## src/rtl/dlpm_pkg.sv

```systemverilog
`timescale 1ns / 1ps
`default_nettype none
// Shared types, widths and action codes for the DFA longest-prefix matcher.
// No dependencies.

package dlpm_pkg;

    localparam int CHAR_W    = 8;
    localparam int CLS_W     = 6;
    localparam int ST_W      = 6;
    localparam int NXT_W     = 7;
    localparam int LEN_W     = 16;
    localparam int ACT_W     = 3;

    localparam int S_TDATA_W = 32;
    localparam int S_TUSER_W = ACT_W;
    localparam int M_TDATA_W = 24;

    localparam int              NUM_STATES_DEF     = 64;
    localparam int              NUM_CLASSES_DEF    = 64;
    localparam int              NUM_CHAR_CODES_DEF = 256;
    localparam longint unsigned MAX_LENGTH_DEF     = 65535;

    typedef enum logic [ACT_W-1:0] {
        ACT_WR_CLASS = 3'd0,
        ACT_WR_TRANS = 3'd1,
        ACT_WR_ACC   = 3'd2,
        ACT_MATCH    = 3'd3,
        ACT_END      = 3'd4
    } t_action;

    typedef struct packed {
        logic              vld;
        t_action           act;
        logic              code_bad;
        logic              wr_ok;
        logic              tgt_ok;
        logic [CHAR_W-1:0] chr;
        logic [CLS_W-1:0]  cls;
        logic [ST_W-1:0]   st;
        logic [ST_W-1:0]   tgt;
        logic              acc;
    } t_item;

    typedef struct packed {
        logic            hit;
        logic            is_end;
        logic            dead;
        logic [ST_W-1:0] tgt;
    } t_step;

    // width of the sweep address that covers every store
    function automatic int clr_width(input int ns, input int nc, input int ncc);
        int tt;
        begin
            tt = ns << $clog2(nc);
            return $clog2((tt > ncc) ? tt : ncc);
        end
    endfunction

endpackage

`default_nettype wire

```

## src/rtl/dlpm_class_map.sv

```systemverilog
`timescale 1ns / 1ps
`default_nettype none
// Byte-to-class map memory and the first pipeline stage.
// Depends on dlpm_pkg.

module dlpm_class_map import dlpm_pkg::*; #(
    parameter int NUM_CHAR_CODES = NUM_CHAR_CODES_DEF,
    parameter int CLR_W          = clr_width(NUM_STATES_DEF, NUM_CLASSES_DEF,
                                             NUM_CHAR_CODES_DEF)
) (
    input  wire logic             i_clk,
    input  wire logic             i_rst_n,
    input  wire logic             i_adv,
    input  wire logic             i_clr,
    input  wire logic [CLR_W-1:0] i_clr_addr,
    input  wire t_item            i_item,
    output t_item                 o_item,
    output logic [CLS_W-1:0]      o_cls
);

    localparam int AW = $clog2(NUM_CHAR_CODES);

    logic [CLS_W-1:0] r_mem [NUM_CHAR_CODES];
    logic [CLS_W-1:0] r_cls;
    t_item            r_item;

    always_ff @(posedge i_clk) begin
        if (i_clr) begin
            if (32'(i_clr_addr) < NUM_CHAR_CODES) begin
                r_mem[i_clr_addr[AW-1:0]] <= '0;
            end
        end else if (i_item.vld && i_item.act == ACT_WR_CLASS && i_item.wr_ok) begin
            r_mem[i_item.chr[AW-1:0]] <= i_item.cls;
        end
        if (i_adv && !i_item.code_bad) begin
            r_cls <= r_mem[i_item.chr[AW-1:0]];
        end
    end

    always_ff @(posedge i_clk) begin
        if (!i_rst_n) begin
            r_item <= '0;
        end else if (i_adv) begin
            r_item <= i_item;
        end
    end

    assign o_item = r_item;
    assign o_cls  = r_cls;

endmodule

`default_nettype wire

```

## config.mk

```make
export PLATFORM = sky130hd
export DESIGN_NAME = dlpm_class_map
export DESIGN_NICKNAME = d
export VERILOG_FILES = /design/src/rtl/dlpm_pkg.sv /design/src/rtl/dlpm_class_map.sv
export SDC_FILE = /design/constraint.sdc
export NUM_CORES = 1
export LEC_CHECK = 0
export BUFFER_PORTS_ARGS = -buffer_cell sky130_fd_sc_hd__buf_2
export CAP_MARGIN = 20
export CORE_MARGIN = 10
export CORE_UTILIZATION = 39
export DETAILED_ROUTE_END_ITERATION = 16
export SYNTH_ARGS = -nofsm -noshare
export SYNTH_HDL_FRONTEND = slang
export SYNTH_SLANG_ARGS = --single-unit
```

## constraint.sdc

```tcl
create_clock -name i_clk -period 5.8 [get_ports i_clk]
set_input_delay 0 -clock i_clk [delete_from_list [all_inputs] [get_ports i_clk]]
set_output_delay 0 -clock i_clk [all_outputs]
set_load 0.01 [all_outputs]
```

==> run metrics <==
Initial DRC Count=3507; H-tree depth=4; max-slew violations=0; I/O Buffers=89; Hold Violations, Final=0; Worst Hold Depth=4; worst reg-to-reg setup slack=2840 ps; pre-CTS setup slack=1740 ps; Routed Antenna Nets=0; Post-Syn Area=61600 µm²; critical path class=input port to flop; hold path endpoint=o_item[24]; site row count=145; leading register cell type out of synthesis=edfxtp_1; Sw Pwr=4.75 mW; CTS Buffer Depth=3; Tcrit/Tclk final=68.3%; top cells by area, synth=edfxtp_1 75%, mux4_2 13%, mux2i_1 2.2%; Starting Density=39.3%; setup slack after layout=1840 ps; min-delay src=i_item[24]; overall global routing resource usage=17.4%; GRT Max-Usage Layer=met2; Via density=5.66; Async SR Flop Fraction=0%; vias in the first global route=31200; M1 GR Usage=24.5%; number of synthesized flops with an enable pin=1542; Worst Clk Skew=23.0 ps; cell count of the worst reg-to-reg path=7; slowest cell on the critical path=nand3b_1; Die ar.=174000 µm²; CP Max Fanout=26; Inserted Clock Buffers=157; Total Wirelength=154000 µm; max-cap violations=0; aggregate global routing overflow=0; crit path time final=3960 ps; grt met3 use=3.09%; CP Capture Type=flop; Area Overhead vs Synth=14.6%; initial antenna violation count=9; Finish-stage setup viols=0; post-synthesis net count=3065; first-pass GRT wire length=224000 µm; top-area cell type share of the netlist area=75.2%; sequential share of power=53.2%; RSZ-0062 raised after global routing=no; M2 GR Usage=27.7%; Placed Cells=5039; Power Density=329 nW/µm²; largest area contributor in the netlist=edfxtp_1; Root Driver=clkbuf_16; worst endpoint required time=6210 ps; Gate power share=3.2%; peak supply drop=0.286 mV; synthesized instance count=3015; switching share of power=20.5%; Yosys warning count=0; worst slew pin tran=1160 ps; core area=157000 µm²; share of layout cells above drive strength 1=23.1%; CP arrival=4380 ps; Post-Layout Cell Count=5424; outcome=finished clean; DP Wirelength=91000 µm; CTS tree=done; via count=30700; Placer Congestion=0.823; die height=417 µm; Clk Latency, worst-skew pair=800 ps; Startpoint Class=input port; Avg Inst Size Synth=20.4 µm²; Worst-path clk slew=60 ps; Leak=18.1 nW; flops & latches, synth=1576; Layout Nets=3295; reg2reg start=r_mem[116][2]; Tot Pwr=23.2 mW; CTS sink cnt=1576; sequential fraction of the synthesis area=76.3%; Setup TNS=0 ps; total I/O pin count=90; reg2reg end=o_cls[2]; Hold Path Class=input port to flop; Chip Width=417 µm; routed len/inst=28.3 µm; first drt pass iteration count=5; Post CTS Setup Buffer Count=0; hold slack=64.8 ps; CP Cell Sequence=dlygate4sd3_1 > buf_2 > nor4b_1 > nand3b_1 > nor3b_1 > a31oi_1 > or2_2 > nand2b_2 > nor2_1; distinct cell type count after synthesis=39; critical path's largest stage delay=770 ps; fmax=252 MHz; largest net degree at the start of global routing=142; Clk pwr share=43.6%; Pint=18.5 mW; # DRC=0; slew margin rel.=22.8%
layout by cell type, fill, tap and decap left out, types with 29 or more instances in the layout:
cell type,n
clkbuf_16,160
dlygate4sd3_1,105
nor2_1,285
mux2i_1,136
o221ai_1,36
buf_2,85
clkbuf_1,33
mux4_2,366
nand2_1,55
buf_4,45
a21oi_1,31
clkinv_1,29
edfxtp_1,1542
nor2b_1,50
a211oi_1,30
dfxtp_1,34
o22ai_1,48
critical path, delay by kind of cell:
kind | cells | cell delay [ps]
AOI/OAI and AO/OA | 1 | 120
buffers and inverters | 2 | 680
and+or+nand+nor | 6 | 3540
state kept, by name (all words and copies together) (netlist names):
| signal | flops |
|---|---|
| o_cls | 6 |
| o_item | 34 |
| r_mem | 1536 |
Yosys cell counts (all sizes together), types with 22 or more instances:
library cell  number
o221ai            36
a221oi            24
nor2b             52
a21oi             31
mux4             366
dfxtp             34
nor2             286
nand2             55
clkbuf            87
edfxtp          1542
o21ai             31
nand2b            22
a211oi            30
mux2i            136
buf               95
o22ai             48
layout make-up:
type | count | area [µm²]
Sequential cell | 1576 | 47000
Clock buffer | 197 | 4180
Timing Repair Buffer | 253 | 2180
Fill cell | 13100 | 86100
Clock inverter | 79 | 878
Tap cell | 2058 | 2570
Inverter | 4 | 15.0
Multi-Input combinational cell | 1253 | 13700
Antenna cell | 4 | 10.0
per-layer routing:
metal	wire, µm	up-vias
met5	0	-
met4	3810	0
met3	10200	214
met2	74200	1188
met1	65400	16400
li1	-	12900
cell families (layout without fill, tap and decap cells):
kind of cell	count (synthesis)	count (layout)	synth area share [%]
AO/OA/AOI/OAI	232	232	2.63
buffers and inverters	186	533	1.50
flip-flops	1576	1576	76.3
multiplexers	514	514	15.8
other	0	4	0
AND/OR/NAND/NOR	507	507	3.72
power groups by stage:
stage	clock network (mW)	registers (mW)	logic (mW)
global route	10.8	12.3	0.797
floorplan	0	12.6	0.438
CTS	10.3	12.4	0.751
finish	10.1	12.4	0.752
global placement	0	12.6	0.681
detailed placement	0	12.6	0.687
metrics by stage:
step / util [%] / cell area, µm²
after floorplan: - / 61600
after global placement: 41.1 / 64300
after detailed placement: 41.1 / 64400
after CTS: 45.0 / 70500
after global routing: 45.0 / 70500
final: 45.0 / 70500
worst max-delay path by stage:
stage | startpoint | to | slack, ps
global route | i_item[30] | r_mem[177][4] | 1510
floorplan | i_item[30] | r_mem[0][0] | 820
finish | i_item[30] | r_mem[177][4] | 1840
detailed placement | i_item[30] | r_mem[177][5] | 1740
CTS | i_item[30] | r_mem[177][4] | 2010
global placement | i_item[30] | r_mem[226][2] | 1740
what timing repair did:
action	in CTS	in global routing
hold endpoints to repair	159	0
resized for setup	0	0
hold buffers	105	0
(Power assumes the default switching activity.)
