===== src/rtl/dlpm_pkg.sv =====
`timescale 1ns / 1ps
`default_nettype none
// Shared types, widths and action codes for the DFA longest-prefix matcher.
// No dependencies.

package dlpm_pkg;

    localparam int CHAR_W    = 8;
    localparam int CLS_W     = 6;
    localparam int ST_W      = 6;
    localparam int NXT_W     = 7;
    localparam int LEN_W     = 16;
    localparam int ACT_W     = 3;

    localparam int S_TDATA_W = 32;
    localparam int S_TUSER_W = ACT_W;
    localparam int M_TDATA_W = 24;

    localparam int              NUM_STATES_DEF     = 64;
    localparam int              NUM_CLASSES_DEF    = 64;
    localparam int              NUM_CHAR_CODES_DEF = 256;
    localparam longint unsigned MAX_LENGTH_DEF     = 65535;

    typedef enum logic [ACT_W-1:0] {
        ACT_WR_CLASS = 3'd0,
        ACT_WR_TRANS = 3'd1,
        ACT_WR_ACC   = 3'd2,
        ACT_MATCH    = 3'd3,
        ACT_END      = 3'd4
    } t_action;

    typedef struct packed {
        logic              vld;
        t_action           act;
        logic              code_bad;
        logic              wr_ok;
        logic              tgt_ok;
        logic [CHAR_W-1:0] chr;
        logic [CLS_W-1:0]  cls;
        logic [ST_W-1:0]   st;
        logic [ST_W-1:0]   tgt;
        logic              acc;
    } t_item;

    typedef struct packed {
        logic            hit;
        logic            is_end;
        logic            dead;
        logic [ST_W-1:0] tgt;
    } t_step;

    // width of the sweep address that covers every store
    function automatic int clr_width(input int ns, input int nc, input int ncc);
        int tt;
        begin
            tt = ns << $clog2(nc);
            return $clog2((tt > ncc) ? tt : ncc);
        end
    endfunction

endpackage

`default_nettype wire


===== src/rtl/dlpm_accept.sv =====
`timescale 1ns / 1ps
`default_nettype none
// Accepting-flag memory, best-length register and the result output register.
// Depends on dlpm_pkg.

module dlpm_accept import dlpm_pkg::*; #(
    parameter int              NUM_STATES = NUM_STATES_DEF,
    parameter longint unsigned MAX_LENGTH = MAX_LENGTH_DEF,
    parameter int              CLR_W      = clr_width(NUM_STATES_DEF, NUM_CLASSES_DEF,
                                                      NUM_CHAR_CODES_DEF)
) (
    input  wire logic                             i_clk,
    input  wire logic                             i_rst_n,
    input  wire logic                             i_adv,
    input  wire logic                             i_clr,
    input  wire logic [CLR_W-1:0]                 i_clr_addr,
    input  wire t_item                            i_item,
    input  wire t_step                            i_step,
    input  wire logic [$clog2(MAX_LENGTH + 64'd1)-1:0] i_pos,
    input  wire logic                             i_m_tready,
    output logic                                  o_hold,
    output logic                                  o_tvalid,
    output logic [LEN_W-1:0]                      o_len,
    output logic                                  o_dead
);

    localparam int SW = $clog2(NUM_STATES);
    localparam int PW = $clog2(MAX_LENGTH + 64'd1);

    logic             r_acc [NUM_STATES];
    logic             r_flag;
    t_step            r_s3;
    logic [PW-1:0]    r_pos3;
    logic [PW-1:0]    r_best;
    logic             r_out_vld;
    logic [LEN_W-1:0] r_out_len;
    logic             r_out_dead;

    always_ff @(posedge i_clk) begin
        if (i_clr) begin
            if (32'(i_clr_addr) < NUM_STATES) begin
                r_acc[i_clr_addr[SW-1:0]] <= 1'b0;
            end
        end else if (i_item.vld && i_item.act == ACT_WR_ACC && i_item.wr_ok) begin
            r_acc[SW'(i_item.st)] <= i_item.acc;
        end
        if (i_adv) begin
            r_flag <= r_acc[SW'(i_step.tgt)];
            r_pos3 <= i_pos;
        end
    end

    always_ff @(posedge i_clk) begin
        if (!i_rst_n) begin
            r_s3   <= '0;
            r_best <= '0;
        end else if (i_adv) begin
            r_s3 <= i_step;
            if (r_s3.is_end) begin
                r_best <= '0;
            end else if (r_s3.hit && r_flag) begin
                r_best <= r_pos3;
            end
        end
    end

    always_ff @(posedge i_clk) begin
        if (!i_rst_n) begin
            r_out_vld <= 1'b0;
        end else if (i_adv && r_s3.is_end) begin
            r_out_vld <= 1'b1;
        end else if (i_m_tready) begin
            r_out_vld <= 1'b0;
        end
    end

    always_ff @(posedge i_clk) begin
        if (i_adv && r_s3.is_end) begin
            r_out_len  <= LEN_W'(r_best);
            r_out_dead <= r_s3.dead;
        end
    end

    assign o_hold   = r_s3.is_end && r_out_vld && !i_m_tready;
    assign o_tvalid = r_out_vld;
    assign o_len    = r_out_len;
    assign o_dead   = r_out_dead;

endmodule

`default_nettype wire


===== config.mk =====
export PLATFORM = sky130hd
export DESIGN_NAME = dlpm_accept
export DESIGN_NICKNAME = d
export VERILOG_FILES = /design/src/rtl/dlpm_pkg.sv /design/src/rtl/dlpm_accept.sv
export SDC_FILE = /design/constraint.sdc
export NUM_CORES = 1
export LEC_CHECK = 0
export BUFFER_PORTS_ARGS = -buffer_cell sky130_fd_sc_hd__buf_2
export CORE_ASPECT_RATIO = 0.6
export CORE_MARGIN = 3
export CORE_UTILIZATION = 45
export CTS_CLUSTER_DIAMETER = 120
export DETAILED_ROUTE_END_ITERATION = 12
export PLACE_DENSITY = 0.67
export SYNTH_ARGS = -nofsm -noshare
export SYNTH_HDL_FRONTEND = slang
export SYNTH_SLANG_ARGS = --single-unit

===== constraint.sdc =====
create_clock -name i_clk -period 3.72 [get_ports i_clk]
set_input_delay 0.558 -clock i_clk [delete_from_list [all_inputs] [get_ports i_clk]]
set_output_delay 0.558 -clock i_clk [all_outputs]
set_load 0.01 [all_outputs]

==> results of run 1 <==
==> worst max-delay path, stage by stage <==
cell and delay (ns):
buf_2 0.12, nor4b_2 0.29, nand3_2 0.45, o21ai_0 0.62
nand2_1 0.40, nor2_1 0.24
==> logic make-up after synthesis <==
kind of cell / count (synthesis) / share of synthesized area, %
mux: 37 / 12.0
compound gates: 30 / 4.55
flops: 118 / 68.3
buf+inv: 17 / 1.84
simple gates: 136 / 13.3
==> layer usage <==
metal	share of wire (%)	track usage (%)	wire length, um	up-vias
met5	0	0	0	-
met2	45	24.9	4470	85
met1	47	23.8	4680	1536
met3	7.7	4.96	772	9
met4	1.1	7.83	108	0
li1	-	-	-	1438
==> power groups by stage <==
stage | Combinational [mW] | Sequential [mW] | Clock [mW]
floorplan | 0.0697 | 1.48 | 0
global placement | 0.126 | 1.48 | 0
finish | 0.129 | 1.46 | 1.70
global route | 0.142 | 1.46 | 1.77
detailed placement | 0.129 | 1.48 | 0
CTS | 0.130 | 1.46 | 1.73
==> path summary, 6_finish.rpt <==
path,endpoint,slack [ns],from,cells after the start
min reg2reg,o_dead,0.43,r_s3[6],0
min,r_pos3[3],0.33,i_pos[3],1
max,r_acc[5],1.14,i_clr,6
max reg2reg,r_flag,1.82,r_acc[8],5
==> through the flow <==
| step | setup slack, ns | hold WS [ns] | std cells | utilization, % |
|---|---|---|---|---|
| 2_1_floorplan | 0.385 | 0.408 | 338 | - |
| 5_1_grt | 0.968 | 0.309 | 564 | 58.6 |
| 3_5_place_dp | 0.789 | 0.415 | 532 | 52.4 |
| 3_3_place_gp | 0.886 | 0.416 | 532 | 52.4 |
| 6_report | 1.14 | 0.327 | 564 | 58.6 |
| 4_1_cts | 1.22 | 0.310 | 564 | 58.6 |
==> final cells by class <==
class / count / area, um^2
Timing Repair Buffer: 73 / 368
Clock buffer: 19 / 464
Fill cell: 804 / 4240
Clock inverter: 13 / 170
Inverter: 3 / 11.3
Multi-Input combinational cell: 203 / 1470
Sequential cell: 118 / 3340
Tap cell: 135 / 169
==> cell usage in the layout, fill, tap and decap left out, types with 2 or more instances in the layout <==
cell type   count
clkinvlp_4      3
a22oi_1        16
o21ai_0         2
nor4_1          2
o22ai_1         2
clkinv_4        4
nor2_1         69
mux4_1          5
bufinv_16       3
edfxtp_1       98
inv_1           3
mux2_2          8
nand2_1        13
clkbuf_16      18
buf_2          72
nand3_1         9
nor2b_1        25
nor3_1          3
nand2b_1        4
mux4_2         10
dfxtp_1        20
mux2i_1        14
inv_6           2
nand4_1         2
and2_1          2
==> sequential cells by signal, indices dropped and copies added (netlist names) <==
signal    flops
o_len        16
r_flag        1
o_tvalid      1
r_best       16
o_dead        1
r_pos3       16
r_s3          3
r_acc        64
==> run metrics, run 1 <==
CP Capture Type flip-flop; Psw around 0.66 mW; Setup Buffers After CTS 0; largest net degree at the start of global routing 65; leak pwr between 1.5 and 2 nW; Total Routing Usage GR 17.0%; switching power share of the total 20.2%; Int Pwr around 2.6 mW; Clock Tree Buf Depth 2; cell area after placement 5360 um^2; die area 12,200 um^2; Post-DP HPWL 6.67 mm; total global routing overflow 0; Final ANT Viol Nets 0; Die H about 87 um; Min Clock Period, post-route 2.58 ns; post-route cell area approximately 6000 um^2; EDFF count, synth 98; Post-Synthesis Cells 338; Post-synth top cells 98 x edfxtp_1, 70 x nor2_1, 25 x nor2b_1; number of global-route vias before repair 3,092; clock skew 0.00780 ns; CTS tree done; FF+latch count, synth between 100 and 150; nets 492; CP required 3.82 ns; Starting Density 47.9%; First DRT Iteration DRCs 210; Final Wtd Congestion 0.732; largest cells by area after synthesis edfxtp_1 60%, dfxtp_1 8.2%, nor2_1 5.4%; I/O Pins 95; register clock-pin slew on the reported worst setup and hold paths around 0.06 ns; Vias roughly 3,100; primary flip-flop cell chosen by synthesis mapping edfxtp_1; total number of clock tree sinks 118; Crit Path Category primary input to flip-flop; pwr dens around 550 nW/um^2; clk root buf clkbuf_16; Layout area overhead 22.4%; CTS resizes 0; post-synthesis cell area 4900 um^2; top-count cell post-synth edfxtp_1; Synth cell types 38; Post-Syn Area per Cell 14.5 um^2; period utilisation layout between 60% and 70%; max_cap viols 0; final setup vio count 0; outcome finished clean; Yosys top cell by area edfxtp_1; Via-to-Cell Ratio approximately 5.4; Syn Nets just over 400; layout cells sized above 1 approximately 30%; Worst Hold Class primary input to flip-flop; # hold bufs at CTS 0; top cell type's share of synthesized area 60.1%; Port-buffer cells 72; diode count 0; row cnt 28; DRT Pass-1 Iters 4; Hold Vio Cnt, Final 0; first-pass GRT wire length 15.5 mm; Max Transition Viols Final 0; DR DRC count 0; Core Box Area between 10,000 and 15,000 um^2; Startpoint Class primary input; Data arrival, critical path around 2.7 ns; Clk pwr share about half; worst vdd ir around 0.37 mV; unrepaired setup endpoints after global routing no; total power 3.28 mW; antenna violations before repair 0; CP Max Fanout 21; combinational share of power 3.9%; post-synthesis sequential area ratio 68.3%; Slew HR 42.9%; Total Wirelength 10.0 mm; CTS Buf Count 17; total negative slack 0 ns; sequential fraction of design power between 40% and 50%; Max Fclk 387 MHz; chip width approximately 140 um; DR WL/cell 17.8 um; yosys warns 0; Slew @ Worst Pin between 0.8 and 0.9 ns; async set-reset flop share out of synthesis 0%; H-tree levels 4; worst-skew pair later-pin latency 0.40 ns
(Power assumes the default switching activity.)
==> run 2, diff against run 1 <==
--- a/config.mk
+++ b/config.mk
@@ -11,7 +11,7 @@
 export CORE_UTILIZATION = 45
 export CTS_CLUSTER_DIAMETER = 120
 export DETAILED_ROUTE_END_ITERATION = 12
-export PLACE_DENSITY = 0.67
+export PLACE_DENSITY = 0.7
 export SYNTH_ARGS = -nofsm -noshare
 export SYNTH_HDL_FRONTEND = slang
 export SYNTH_SLANG_ARGS = --single-unit
==> constraint.sdc (replaced) <==
create_clock -name i_clk -period 2.2 [get_ports i_clk]
set_input_delay 0.33 -clock i_clk [delete_from_list [all_inputs] [get_ports i_clk]]
set_output_delay 0.33 -clock i_clk [all_outputs]
set_load 0.01 [all_outputs]
==> run metrics, run 2 (same netlist as run 1, synthesis figures left out) <==
leak pwr 1.99 nW; Fillers 805; CP cell instances buf_2 > nor4b_2 > nand3_2 > mux2i_1 > nand3_1 > nor2_1; DR DRC count 0; Max Fclk 526 MHz; Startpoint Class primary input; Layout area overhead 25.1%; Critical path buffers and inverters 1; antenna violations before repair 0; die area 12,200 um^2; total power between 5 and 6 mW; Starting Density 47.9%; leading cell types in the layout, fill and taps excluded 98 x edfxtp_1, 72 x buf_2, 69 x nor2_1, 25 x nor2b_1, 20 x dfxtp_1; Slew HR 53.7%; First DRT Iteration DRCs 312; period utilisation layout 86.3%; Post-DP HPWL 7.17 mm; Psw approximately 1.1 mW; Int Pwr 4.28 mW; Max Transition Viols Final 0; Final ANT Viol Nets 0; max FFs per register 64; worst vdd ir 0.620 mV; register clock-pin slew on the reported worst setup and hold paths 0.05 ns; CP peak stage delay ~0.44 ns; total global routing overflow 0; Crit-path slowest cell mux2i_1; Port-buffer cells 72; Final Wtd Congestion 0.851; nets 509; combinational share of power 4.5%; Via-to-Cell Ratio 5.30; Slew @ Worst Pin ~0.69 ns; CTS tree done; DRT Pass-1 Iters 4; kind of cell adding the most delay to the critical path simple AND/OR/NAND/NOR gates; Total Routing Usage GR a little under a fifth; pwr dens 882 nW/um^2; switching power share of the total between 20% and 30%; unrepaired setup endpoints after global routing no; Core Box Area 10,200 um^2; row cnt 28; number of global-route vias before repair 3,044; # hold bufs at CTS 0; first-pass GRT wire length 16.3 mm; chip width 141 um; CP required 2.30 ns; max_cap viols 0; most flop-heavy register r_acc; sequential fraction of design power between 40 and 50%; Worst Hold Class primary input to flip-flop; I/O Pins 95; Setup Buffers After CTS 0; total number of clock tree sinks 118; Total Wirelength ~10 mm; final core occ 59.9%; final setup vio count 0; Clock Tree Buf Depth 2; DR WL/cell 18.1 um; Min Clock Period, post-route 1.90 ns; diode count 0; H-tree levels 4; Clk pwr share around half; worst-skew pair later-pin latency 0.41 ns; CTS resizes 0; Data arrival, critical path 2.00 ns; outcome finished clean; layout cells sized above 1 32.3%; CP Max Fanout 8; Die H 86.8 um; Hold Vio Cnt, Final 0; clk root buf clkbuf_16; clock skew 0.00676 ns; CP Capture Type flip-flop; Vias 3,082; most common cell after layout, fill and taps aside edfxtp_1; Crit Path Category primary input to flip-flop; largest net degree at the start of global routing 65; CTS Buf Count 17
[run 2: cell types whose count changed in the layout (fill, tap and decap cells not counted)]
| cell | before | now |
|---|---|---|
| clkbuf_16 | 18 | 17 |
| buf_4 | 1 | 14 |
| clkinv_4 | 4 | 1 |
| nor2_2 | 1 | 0 |
| buf_12 | 0 | 4 |
| bufinv_16 | 3 | 2 |
| inv_6 | 2 | 1 |
| clkinv_2 | 1 | 4 |
| clkbuf_1 | 0 | 1 |
| clkbuf_8 | 1 | 2 |
| clkinvlp_4 | 3 | 4 |
| nor2_4 | 0 | 1 |
[run 2: routing by layer]
| layer | vias to the layer above | routed length [um] | track usage (%) |
|---|---|---|---|
| li1 | 1464 | - | - |
| met1 | 1529 | 4890 | 26.0 |
| met2 | 82 | 4830 | 26.0 |
| met3 | 7 | 686 | 5.84 |
| met4 | 0 | 88 | 5.80 |
| met5 | - | 0 | 0 |
[run 2: cell type report]
class,instances,area (um^2),share of cell area [%]
Timing Repair Buffer,90,546,8.91
Multi-Input combinational cell,203,1470,24.0
Tap cell,135,169,2.76
Clock inverter,12,128,2.08
Clock buffer,20,457,7.46
Inverter,3,11.3,0.184
Sequential cell,118,3340,54.6
[run 2: worst paths after layout]
check / start / end / slack (ns) / cells after the start
worst max-delay path: i_clr / r_acc[16] / 0.30 / 6
worst min-delay path: i_pos[6] / r_pos3[6] / 0.1 / 1
worst max register to register: r_acc[9] / r_flag / 0.33 / 5
worst min register to register: r_best[8] / o_len[8] / 0.44 / 0
[run 2: metrics by stage]
step / cells / hold slack (ns) / setup slack [ns] / TNS (ns) / area, um^2
after floorplan: 338 / 0.408 / 0.228 / 0 / 4900
after global routing: 581 / 0.0779 / 0.115 / 0 / 6120
after detailed placement: 549 / 0.416 / -0.0868 / -2.08 / 5540
after global placement: 549 / 0.415 / -0.0639 / -0.953 / 5540
final: 581 / 0.0987 / 0.300 / 0 / 6120
after CTS: 581 / 0.0832 / 0.327 / 0 / 6120
[run 2: power groups by stage]
stage	registers [mW]	clock network [mW]	logic, mW
2_1_floorplan	2.51	0	0.119
3_3_place_gp	2.51	0	0.235
3_5_place_dp	2.51	0	0.240
4_1_cts	2.46	2.74	0.242
5_1_grt	2.47	2.85	0.264
6_report	2.46	2.70	0.241
